<file path="config.mk">
export PLATFORM = sky130hd
export DESIGN_NAME = smra_mem
export DESIGN_NICKNAME = d
export VERILOG_FILES = /design/src/sv/smra_pkg.sv /design/src/sv/smra_mem.sv
export SDC_FILE = /design/constraint.sdc
export NUM_CORES = 2
export LEC_CHECK = 0
export BUFFER_PORTS_ARGS = -buffer_cell sky130_fd_sc_hd__buf_2
export CORE_UTILIZATION = 55
export DETAILED_ROUTE_END_ITERATION = 10
export MAX_ROUTING_LAYER = met4
export PLACE_DENSITY = 0.73
export SETUP_SLACK_MARGIN = 0.1
export SYNTH_ARGS = -nofsm -noshare
export SYNTH_HDL_FRONTEND = slang
export SYNTH_SLANG_ARGS = --single-unit
</file>
<file path="constraint.sdc">
create_clock -name i_clk -period 13.1 [get_ports i_clk]
set_input_delay 3.93 -clock i_clk [delete_from_list [all_inputs] [get_ports i_clk]]
set_output_delay 3.93 -clock i_clk [all_outputs]
set_load 0.01 [all_outputs]
</file>
<file path="src/sv/smra_pkg.sv">
`timescale 1ns / 1ps
package smra_pkg;

    localparam int MATRIX_DIM_DEF    = 4;
    localparam int MATRIX_COUNT_DEF  = 6;
    localparam int ELEMENT_BITS_DEF  = 32;
    localparam int FRACTION_BITS_DEF = 16;

    typedef enum logic [2:0] {
        OP_WRITE = 3'd0,
        OP_ADD   = 3'd1,
        OP_SUB   = 3'd2,
        OP_MUL   = 3'd3,
        OP_SCALE = 3'd4,
        OP_TRANS = 3'd5,
        OP_READ  = 3'd6
    } t_op;

    typedef enum logic [2:0] {
        ST_IDLE,
        ST_FETCH,
        ST_WAIT,
        ST_MUL,
        ST_OUT,
        ST_COPY_RD,
        ST_COPY_WR
    } t_state;

endpackage

</file>
<file path="src/sv/smra_mem.sv">
`timescale 1ns / 1ps
module smra_mem import smra_pkg::*; #(
    parameter int DEPTH = MATRIX_COUNT_DEF * MATRIX_DIM_DEF * MATRIX_DIM_DEF,
    parameter int WIDTH = ELEMENT_BITS_DEF
) (
    input  logic                     i_clk,
    input  logic                     i_rst_n,
    input  logic                     i_wr_en,
    input  logic [$clog2(DEPTH)-1:0] i_wr_addr,
    input  logic [WIDTH-1:0]         i_wr_data,
    input  logic [$clog2(DEPTH)-1:0] i_rd_addr_a,
    input  logic [$clog2(DEPTH)-1:0] i_rd_addr_b,
    output logic [WIDTH-1:0]         o_rd_data_a,
    output logic [WIDTH-1:0]         o_rd_data_b
);

    logic [WIDTH-1:0] r_ram [DEPTH];
    logic [DEPTH-1:0] r_vld;
    logic [WIDTH-1:0] r_rd_a;
    logic [WIDTH-1:0] r_rd_b;

    // entry not yet written reads as zero
    always_ff @(posedge i_clk) begin
        if (!i_rst_n) begin
            r_vld <= '0;
        end else if (i_wr_en) begin
            r_vld[i_wr_addr] <= 1'b1;
        end
    end

    always_ff @(posedge i_clk) begin
        if (i_wr_en) begin
            r_ram[i_wr_addr] <= i_wr_data;
        end
        r_rd_a <= r_vld[i_rd_addr_a] ? r_ram[i_rd_addr_a] : '0;
        r_rd_b <= r_vld[i_rd_addr_b] ? r_ram[i_rd_addr_b] : '0;
    end

    assign o_rd_data_a = r_rd_a;
    assign o_rd_data_b = r_rd_b;

endmodule

</file>
==> run metrics <==
status complete, but fails checks; failing checks design-rule violations, max-capacitance violations, max-slew violations; Routed Antenna Nets 0; critical path peak fanout 122; XOR/XNOR Fraction of Synth Area 0%; Overall Global Routing Usage 38.09%; RSZ-0062 raised after global routing no; # setup viols final 0; CP delay by family, top compound AO/OA/AOI/OAI gates; global-route wire length before repair 683.5 mm; Post-Synthesis Cells 6983; Final nets 7190; critical path data required time 13.82 ns; Slowest-stage cell, CP a31oi_1; setup TNS 0 ns; Period Utilization, post-route 60.68%; syn_nets 7039; RD Place Congestion 0.8866; final hold violations 0; worst hold slack 0.4852 ns; Worst Clk Skew 0.04263 ns; Yosys warning count 0; chip height 520.7 um; largest family of logic cells by synthesized area multiplexers; port bufs 119; Critical Path Sink Type register; mux share of post-synthesis cell area 29.03%; DIE AREA 271100 um^2; Yosys cell types 63; simple-gate area share of the yosys netlist 1.541%; total power 22.65 mW; Worst Path Buf+Inv 3; Routed WL 499.7 mm; area delta synth->final 10.68%; Vias/cell 7.885; Clock Latency Late Sink 0.89 ns; largest net degree at the start of global routing 124; post-CTS sizing 0; MaxCap Viol Count 1; Mean Syn Cell Area 21.19 um^2; #FFs+latches synth 3232; CTS Hold Buffers Added 0; fill cell count 18350; final core occ 61.18%; global route overflow 0; Relative slew margins -9.837%; Async SR Flop Fraction 0%; Max clock buf depth 4; average routed wire per standard cell 45.42 um; slowest stage delay, CP 1.10 ns; number of synthesized flops with an enable pin 3072; multi-input logic area 50170 um^2; I/O pins 120; vias after detailed routing 86760; cells along the critical path buf_8, buf_12, buf_4, mux4_2, a22oi_1, a31oi_1, a21oi_1, a211oi_1; clock sink count 3232; worst vdd ir 137.4 uV; layout cells sized above 1 36.97%; cell area power density 138.3 nW/um^2; cell leakage power 51.33 nW; vias in the first global route 85260; Die W 520.7 um; Post-CTS Setup Repair Bufs 0; Initial DRC Count 16940; DRC violations left 2; post-synthesis adder-cell area fraction 0%; WS Path Type primary input to register; Synth Flop Type edfxtp_1; CTS tree done; minimum clock period 7.949 ns; post-synthesis compound-gate area fraction 2.762%; core area 267700 um^2; sequential standard cell area 95450 um^2; crit path launch type primary input; Peak Freq 125.8 MHz; TritonRoute pass-1 iters 11; row count 190; Worst-path clk slew 0.06 ns; root buf cell clkbuf_16; Slew @ Worst Pin 1.644 ns; detailed placement HPWL 272.4 mm; initial antenna violation count 30; CTS buffer count 335; mapped cell area 148000 um^2; CTS H-tree lvls 5; sequential-to-total area share from yosys stat 64.50%; min-delay worst type register to register; WP data arrival 8.67 ns; Final Max Tran Viols 17; Initial Util 55.28%
-- cell families (layout without fill, tap and decap cells) --
group	count (synthesis)	count (layout)
flops	3232	3232
buf+inv	563	983
other cells	0	48
simple gates	517	517
compound gates	557	557
mux	2114	2114
-- final cells by class --
class,instances,share of cell area (%)
clock inverter,152,0.8656
clock buffer,454,5.678
multi-input combinational,3188,30.63
inverter,10,0.03514
sequential,3232,58.28
tap,3552,2.714
timing repair buffer,367,1.722
antenna,48,0.07334
-- state kept, by name, indices dropped and copies added, names as in the netlist --
register / cells
o_rd_data_a: 32
o_rd_data_b: 32
r_ram: 3072
r_vld: 96
-- power breakdown --
part	internal, mW	switching, mW	total [mW]	leakage [nW]
combinational	0.690	1.10	1.79	17.2
sequential	11.4	0.0405	11.4	28.9
clock	5.42	4.04	9.46	5.24
total	17.5	5.18	22.6	51.3
-- worst register-to-register path, stage by stage (launching register included) --
cell and delay, ns:
dfxtp_1 0.32, mux4_4 0.60, mux2_2 0.29, o22ai_1 0.19, a221oi_1 0.13, a221oi_4 0.68, buf_4 0.72, a31oi_1 0.17
-- metrics by stage --
stage / setup slack [ns] / area, um^2 / cells
3_3_place_gp: 4.312 / 152900 / 10350
6_report: 5.151 / 163800 / 11000
2_1_floorplan: 6.172 / 148000 / 6983
3_5_place_dp: 4.290 / 152900 / 10350
4_1_cts: 5.222 / 163700 / 10960
5_1_grt: 5.262 / 163700 / 10990
-- cells in the final DEF, fill, tap and decap left out, types with 10 or more instances in the layout --
cell type	synthesis	layout
dfxtp_1	160	160
a2111oi_0	13	13
clkbuf_8	0	32
o221ai_1	13	13
a211oi_1	18	18
buf_4	118	230
nand2_1	211	211
mux4_2	1718	1718
buf_2	198	107
nand3_1	64	64
o22ai_1	16	16
o21a_1	96	96
edfxtp_1	3072	3072
mux4_1	14	14
buf_12	6	23
and3_1	14	14
and2_1	9	10
o211ai_1	15	15
mux2_2	32	32
clkinv_1	1	45
a21oi_1	57	57
mux2i_1	348	348
a221oi_1	38	37
nand2b_1	11	11
bufinv_16	0	22
a31oi_1	41	41
a22oi_1	153	153
o21ai_0	31	31
nor2b_1	21	18
a22o_1	10	10
nor2_4	0	106
o2111ai_1	10	10
nor2_1	142	31
diode_2	0	48
clkinv_2	0	54
clkbuf_1	162	80
clkbuf_16	0	342
clkinvlp_4	0	12
-- synthesized netlist by cell type, types with 10 or more instances --
| library cell | count | area (um^2) |
|---|---|---|
| o21a_1 | 96 | 720.7 |
| a2111oi_0 | 13 | 113.9 |
| o221ai_1 | 13 | 113.9 |
| o211ai_1 | 15 | 112.6 |
| a221oi_1 | 38 | 332.8 |
| mux2i_1 | 348 | 3483 |
| buf_1 | 28 | 105.1 |
| mux2_2 | 32 | 360.4 |
| o2111ai_1 | 10 | 87.58 |
| a211oi_1 | 18 | 135.1 |
| dfxtp_1 | 160 | 3203 |
| a22o_1 | 10 | 87.58 |
| clkbuf_1 | 162 | 608.1 |
| mux4_2 | 1718 | 38690 |
| nand3_1 | 64 | 320.3 |
| nand2_1 | 211 | 792.0 |
| buf_6 | 38 | 427.9 |
| and3_1 | 14 | 87.58 |
| nor2b_1 | 21 | 131.4 |
| a21oi_1 | 57 | 285.3 |
| o21ai_0 | 31 | 155.2 |
| buf_4 | 118 | 885.9 |
| edfxtp_1 | 3072 | 92250 |
| nand2b_1 | 11 | 68.82 |
| mux4_1 | 14 | 367.9 |
| o22ai_1 | 16 | 100.1 |
| a31oi_1 | 41 | 256.5 |
| nor2_1 | 142 | 533.0 |
| buf_2 | 198 | 991.0 |
| a22oi_1 | 153 | 1149 |
-- final timing paths --
check	startpoint	end	slack [ns]	cells after the start
setup / recovery	i_rd_addr_a[1]	o_rd_data_a[11]	5.15	8
hold / removal	r_vld[50]	r_vld[50]	0.49	1
setup reg to reg	r_vld[39]	o_rd_data_b[14]	9.84	7
hold reg to reg	r_vld[50]	r_vld[50]	0.49	1
-- layer usage --
layer | track usage (%) | vias to the layer above | routed length [um]
li1 | - | 31120 | -
met1 | 49.97 | 45830 | 167900
met2 | 53.50 | 8342 | 221600
met3 | 11.41 | 1468 | 76770
met4 | 21.42 | 0 | 33530
met5 | - | - | 0
(Power assumes the default switching activity.)
