`config.mk`:
```
export PLATFORM = sky130hd
export DESIGN_NAME = smra_mul
export DESIGN_NICKNAME = d
export VERILOG_FILES = /design/src/sv/smra_pkg.sv /design/src/sv/smra_mul.sv
export SDC_FILE = /design/constraint.sdc
export NUM_CORES = 1
export LEC_CHECK = 0
export BUFFER_PORTS_ARGS = -buffer_cell sky130_fd_sc_hd__buf_2
export CAP_MARGIN = 20
export CORE_MARGIN = 2
export CORE_UTILIZATION = 35
export DETAILED_ROUTE_END_ITERATION = 10
export GPL_ROUTABILITY_DRIVEN = 0
export PLACE_DENSITY = 0.62
export SLEW_MARGIN = 20
export SYNTH_ARGS = -nofsm -noshare
export SYNTH_HDL_FRONTEND = slang
export SYNTH_SLANG_ARGS = --single-unit
```
`constraint.sdc`:
```
create_clock -name i_clk -period 12.9 [get_ports i_clk]
set_clock_uncertainty 0.1 [all_clocks]
set_input_delay 1.29 -clock i_clk [delete_from_list [all_inputs] [get_ports i_clk]]
set_output_delay 1.29 -clock i_clk [all_outputs]
set_load 0.05 [all_outputs]
```
`src/sv/smra_pkg.sv`:
```
`timescale 1ns / 1ps
package smra_pkg;

    localparam int MATRIX_DIM_DEF    = 4;
    localparam int MATRIX_COUNT_DEF  = 6;
    localparam int ELEMENT_BITS_DEF  = 32;
    localparam int FRACTION_BITS_DEF = 16;

    typedef enum logic [2:0] {
        OP_WRITE = 3'd0,
        OP_ADD   = 3'd1,
        OP_SUB   = 3'd2,
        OP_MUL   = 3'd3,
        OP_SCALE = 3'd4,
        OP_TRANS = 3'd5,
        OP_READ  = 3'd6
    } t_op;

    typedef enum logic [2:0] {
        ST_IDLE,
        ST_FETCH,
        ST_WAIT,
        ST_MUL,
        ST_OUT,
        ST_COPY_RD,
        ST_COPY_WR
    } t_state;

endpackage

```
`src/sv/smra_mul.sv`:
```
`timescale 1ns / 1ps
module smra_mul import smra_pkg::*; #(
    parameter int EW = ELEMENT_BITS_DEF,
    parameter int FB = FRACTION_BITS_DEF
) (
    input  logic                 i_clk,
    input  logic                 i_rst_n,
    input  logic                 i_start,
    input  logic signed [EW-1:0] i_a,
    input  logic signed [EW-1:0] i_b,
    output logic                 o_done,
    output logic signed [EW-1:0] o_result
);

    localparam int DB    = 4;
    localparam int NSTEP = (EW + DB - 1) / DB;
    localparam int UW    = NSTEP * DB;
    localparam int AW2   = 2 * UW;
    localparam int PW    = 2 * EW + 1;
    localparam int SW    = $clog2(NSTEP);
    localparam logic signed [PW-1:0] EL_MAX_W = $signed((PW'(1) << (EW - 1)) - PW'(1));
    localparam logic signed [PW-1:0] EL_MIN_W = -EL_MAX_W - PW'(1);

    logic                 r_busy, r_fin, r_done, r_neg;
    logic [SW-1:0]        r_step;
    logic [AW2-1:0]       r_ua, r_acc;
    logic [UW-1:0]        r_ub;
    logic signed [EW-1:0] r_res;

    logic [EW-1:0]        a_mag, b_mag;
    logic signed [PW-1:0] prod_s, prod_sh;
    logic signed [EW-1:0] res_sat;

    // magnitudes, the most negative value maps to its unsigned size
    assign a_mag = i_a[EW-1] ? (~i_a + 1'b1) : i_a;
    assign b_mag = i_b[EW-1] ? (~i_b + 1'b1) : i_b;

    always_comb begin
        prod_s  = r_neg ? -$signed({1'b0, r_acc[2*EW-1:0]}) : $signed({1'b0, r_acc[2*EW-1:0]});
        prod_sh = prod_s >>> FB;
        if (prod_sh > EL_MAX_W) begin
            res_sat = EL_MAX_W[EW-1:0];
        end else if (prod_sh < EL_MIN_W) begin
            res_sat = EL_MIN_W[EW-1:0];
        end else begin
            res_sat = prod_sh[EW-1:0];
        end
    end

    // one 4-bit digit of the multiplier per cycle
    always_ff @(posedge i_clk) begin
        if (!i_rst_n) begin
            r_busy <= 1'b0;
            r_fin  <= 1'b0;
            r_done <= 1'b0;
        end else begin
            r_done <= r_fin;
            r_fin  <= 1'b0;
            if (i_start) begin
                r_busy <= 1'b1;
            end else if (r_busy && r_step == SW'(NSTEP - 1)) begin
                r_busy <= 1'b0;
                r_fin  <= 1'b1;
            end
        end
    end

    always_ff @(posedge i_clk) begin
        if (i_start) begin
            r_ua   <= AW2'(a_mag);
            r_ub   <= UW'(b_mag);
            r_neg  <= i_a[EW-1] ^ i_b[EW-1];
            r_acc  <= '0;
            r_step <= '0;
        end else if (r_busy) begin
            r_acc  <= r_acc + r_ua * r_ub[DB-1:0];
            r_ua   <= r_ua << DB;
            r_ub   <= r_ub >> DB;
            r_step <= r_step + 1'b1;
        end
        if (r_fin) begin
            r_res <= res_sat;
        end
    end

    assign o_done   = r_done;
    assign o_result = r_res;

endmodule

```
==> flow_metrics.env <==
export IMPL_arrival_ns=6.65
export IMPL_die_h_um=239
export IMPL_crit_path_cell_trace="buf_4, and2_1, fa_1, fa_1, inv_1, fa_1, inv_1, ha_1, nand4_1, or3_1, nor3_1, and2_1, a22o_1, o21ai_0, o21ai_0, a31oi_1, o21ai_0, xnor2_1, o21ai_0"
export IMPL_p_leak_nw=9.06
export IMPL_yosysWarnings=0
export IMPL_cts_setup_buffers=0
export IMPL_cts_sinks=199
export IMPL_wl_met1_um=23300
export IMPL_h_tree_depth=4
export IMPL_final_hold_viol_count=0
export IMPL_synth_edf_count=97
export IMPL_final_antenna_net_count=0
export IMPL_top_layer="met5"
export IMPL_portBuffers=99
export IMPL_postSynthCellCount=2182
export IMPL_synthArstFlopShare_pct=0
export IMPL_drtIter0Drc=964
export IMPL_ff2ff_path_depth=19
export IMPL_drc_errors=0
export IMPL_hpwl_um=37500
export IMPL_worst_path_stages=19
export IMPL_slew_viol_final=0
export IMPL_grt_pass1_vias=15218
export IMPL_synth_distinct_cells=69
export IMPL_setup_tns_ns=0
export IMPL_drive_gt1_share_pct=7.76
export IMPL_critical_path_most_common_cell="o21ai_0"
export IMPL_critPathMaxStageDelay_ns=0.76
export IMPL_end_kind="flop"
export IMPL_synth_commonest_cells="inv_1, and2_1, fa_1"
export IMPL_max_vdd_ir_drop_uv=111
export IMPL_rows=86
export IMPL_critPathTopFamily="adder cells"
export IMPL_cts_hold_buf=0
export IMPL_clk_pin_slew_worst_paths_ns=0.08
export IMPL_ys_seq_elements=199
export IMPL_cap_viol_max_count=0
export IMPL_cts_root_buf="clkbuf_16"
export IMPL_cts_buffer_depth=2
export IMPL_synth_top_cell_area_share_pct=18.9
export IMPL_fp_dieW_um=239
export IMPL_grt_usage_pct=17.8
export IMPL_dp_cells=2888
export IMPL_grt_pass1_wl_um=80800
export IMPL_wl_met2_um=20900
export IMPL_ioPinCount=100
export IMPL_final_util_pct=38.3
export IMPL_crit_required_ns=13.18
export IMPL_via_count=15187
export IMPL_nets=2523
export IMPL_max_freq_mhz=157
export IMPL_dr_pass1_iters=7
export IMPL_crit_type="flop to flop"
export IMPL_finalSetupViolations=0
export IMPL_cp_slowest_cell="edfxtp_1"
export IMPL_cts_buffers=17
export IMPL_start_util_pct=35.2
export IMPL_synth_ff_type="dfxtp_1"
export IMPL_synth_area_leaders="fa_1, edfxtp_1, dfxtp_1, and2_1, inv_1"
export IMPL_grt_max_degree=76
export IMPL_wl_met3_um=2780
export IMPL_syn_area_per_cell_um2=8.86
export IMPL_period_needed_ns=6.37
export IMPL_rsz0062_at_grt="false"
export IMPL_synthesis_area_um2=19300
export IMPL_synth_most_common_cell="inv_1"
export IMPL_syn2layout_area_growth_pct=8.62
export IMPL_viasPerCell=5.20
export IMPL_worst_slew_margin_rel_pct=39.4
export IMPL_die_area_um2=57100
export IMPL_min_path_type="flop to flop"
export IMPL_p_per_area_nw_per_um2=159
export IMPL_drt_total_wl_um=48100
export IMPL_core_um2=54900
export IMPL_status="complete, no violations"
export IMPL_critPathLaunchType="flop"
export IMPL_place_ws_ns=6.57
export IMPL_worstMarginPinSlew_ns=0.898
export IMPL_antenna_found_initial=5
export IMPL_critical_path_buf_inv_count=3
export IMPL_synth_largest_area_cell="fa_1"
export IMPL_yosysSeqAreaShare_pct=25.6
export IMPL_clk_latency_ns=0.50
export IMPL_wl_per_cell_um=16.4
export IMPL_min_period_over_period_pct=49.4
export IMPL_synth_net_count=2502
export IMPL_critPathMaxFanout=42
export IMPL_cts_tree="built"
export IMPL_gr_total_overflow=0
export IMPL_cts_resized_gates=0
export IMPL_fin_ws_ns=6.53
export IMPL_hold_path_depth=2
export IMPL_fin_cells=2923
==> metrics by stage <==
stage               cell area, µm²  hold WS, ns  power, W
floorplan                    19300        0.360   0.00231
global placement             20400        0.378   0.00272
detailed placement           20400        0.390   0.00276
CTS                          21000        0.409   0.00334
global route                 21000        0.433   0.00363
finish                       21000        0.398   0.00333
==> worst paths after layout <==
check,slack (ns),startpoint,end
worst max-delay path,6.53,r_ub[2],r_acc[62]
worst min-delay path,0.40,r_ua[63],r_ua[63]
worst max register to register,6.53,r_ub[2],r_acc[62]
worst min register to register,0.40,r_ua[63],r_ua[63]
==> per-layer routing <==
| metal | GRT usage [%] | vias to the layer above |
|---|---|---|
| met5 | 0 | - |
| li1 | - | 7344 |
| met3 | 2.98 | 65 |
| met2 | 27.0 | 418 |
| met4 | 6.36 | 4 |
| met1 | 25.4 | 7356 |
==> cells by family (layout without fill, tap and decap cells) <==
| kind of cell | Yosys count | count (layout) | synth area share (%) |
|---|---|---|---|
| AND/OR/NAND/NOR | 684 | 684 | 18.7 |
| AO/OA/AOI/OAI | 449 | 449 | 14.4 |
| buffers and inverters | 380 | 414 | 7.55 |
| adder cells (fa/ha/maj) | 253 | 253 | 23.5 |
| flip-flops | 199 | 199 | 25.6 |
| XOR/XNOR | 154 | 154 | 6.98 |
| multiplexers | 63 | 63 | 3.29 |
| other | 0 | 3 | 0 |
==> layout by cell type (no fill, tap or decap), types with 18 or more instances in the layout <==
master     synthesis  final
inv_1            267    267
and2_1           246    246
fa_1             182    182
nor2_1           172    172
a21oi_1          140    140
nand2_1          108    108
dfxtp_1          102    101
buf_2              2     98
edfxtp_1          97     97
o21ai_0           88     88
xnor2_1           86     86
ha_1              71     71
xor2_1            68     68
mux2i_1           59     59
a21o_1            36     36
o21ai_1           29     29
o31ai_1           26     26
o22ai_1           24     24
nor4_1            22     22
o21bai_1          22     22
nand3_1           21     21
nand4_1           21     21
nor3_1            20     20
or3_1             18     18
clkbuf_16          0     18
==> registers in the layout, summed over array words and instances (netlist names) <==
register / flops
r_acc: 64
r_ua: 64
o_result: 32
r_ub: 32
r_step: 3
o_done: 1
r_busy: 1
r_fin: 1
r_neg: 1
==> worst min-delay path, delay by kind of cell, from the launching register on <==
kind / cells / cell delay [ns]
flops: 1 / 0.33
mux: 1 / 0.07
simple gates: 1 / 0.07
==> area by class of cell <==
cell class,instances,area (µm²)
fillers,5583,33900
multi-input cells,1603,12900
flip-flops and latches,199,4960
inverters,268,1010
well taps,704,881
repair buffers,114,614
clock buffers,18,450
clock inverters,14,146
diodes,3,7.51
==> report_power, final <==
group	switching, W	total [W]	internal, W
registers	0.0000669	0.000802	0.000735
clock network	0.000282	0.000559	0.000277
logic	0.00117	0.00197	0.000796
Note: power is estimated with default switching activity, not from simulation.
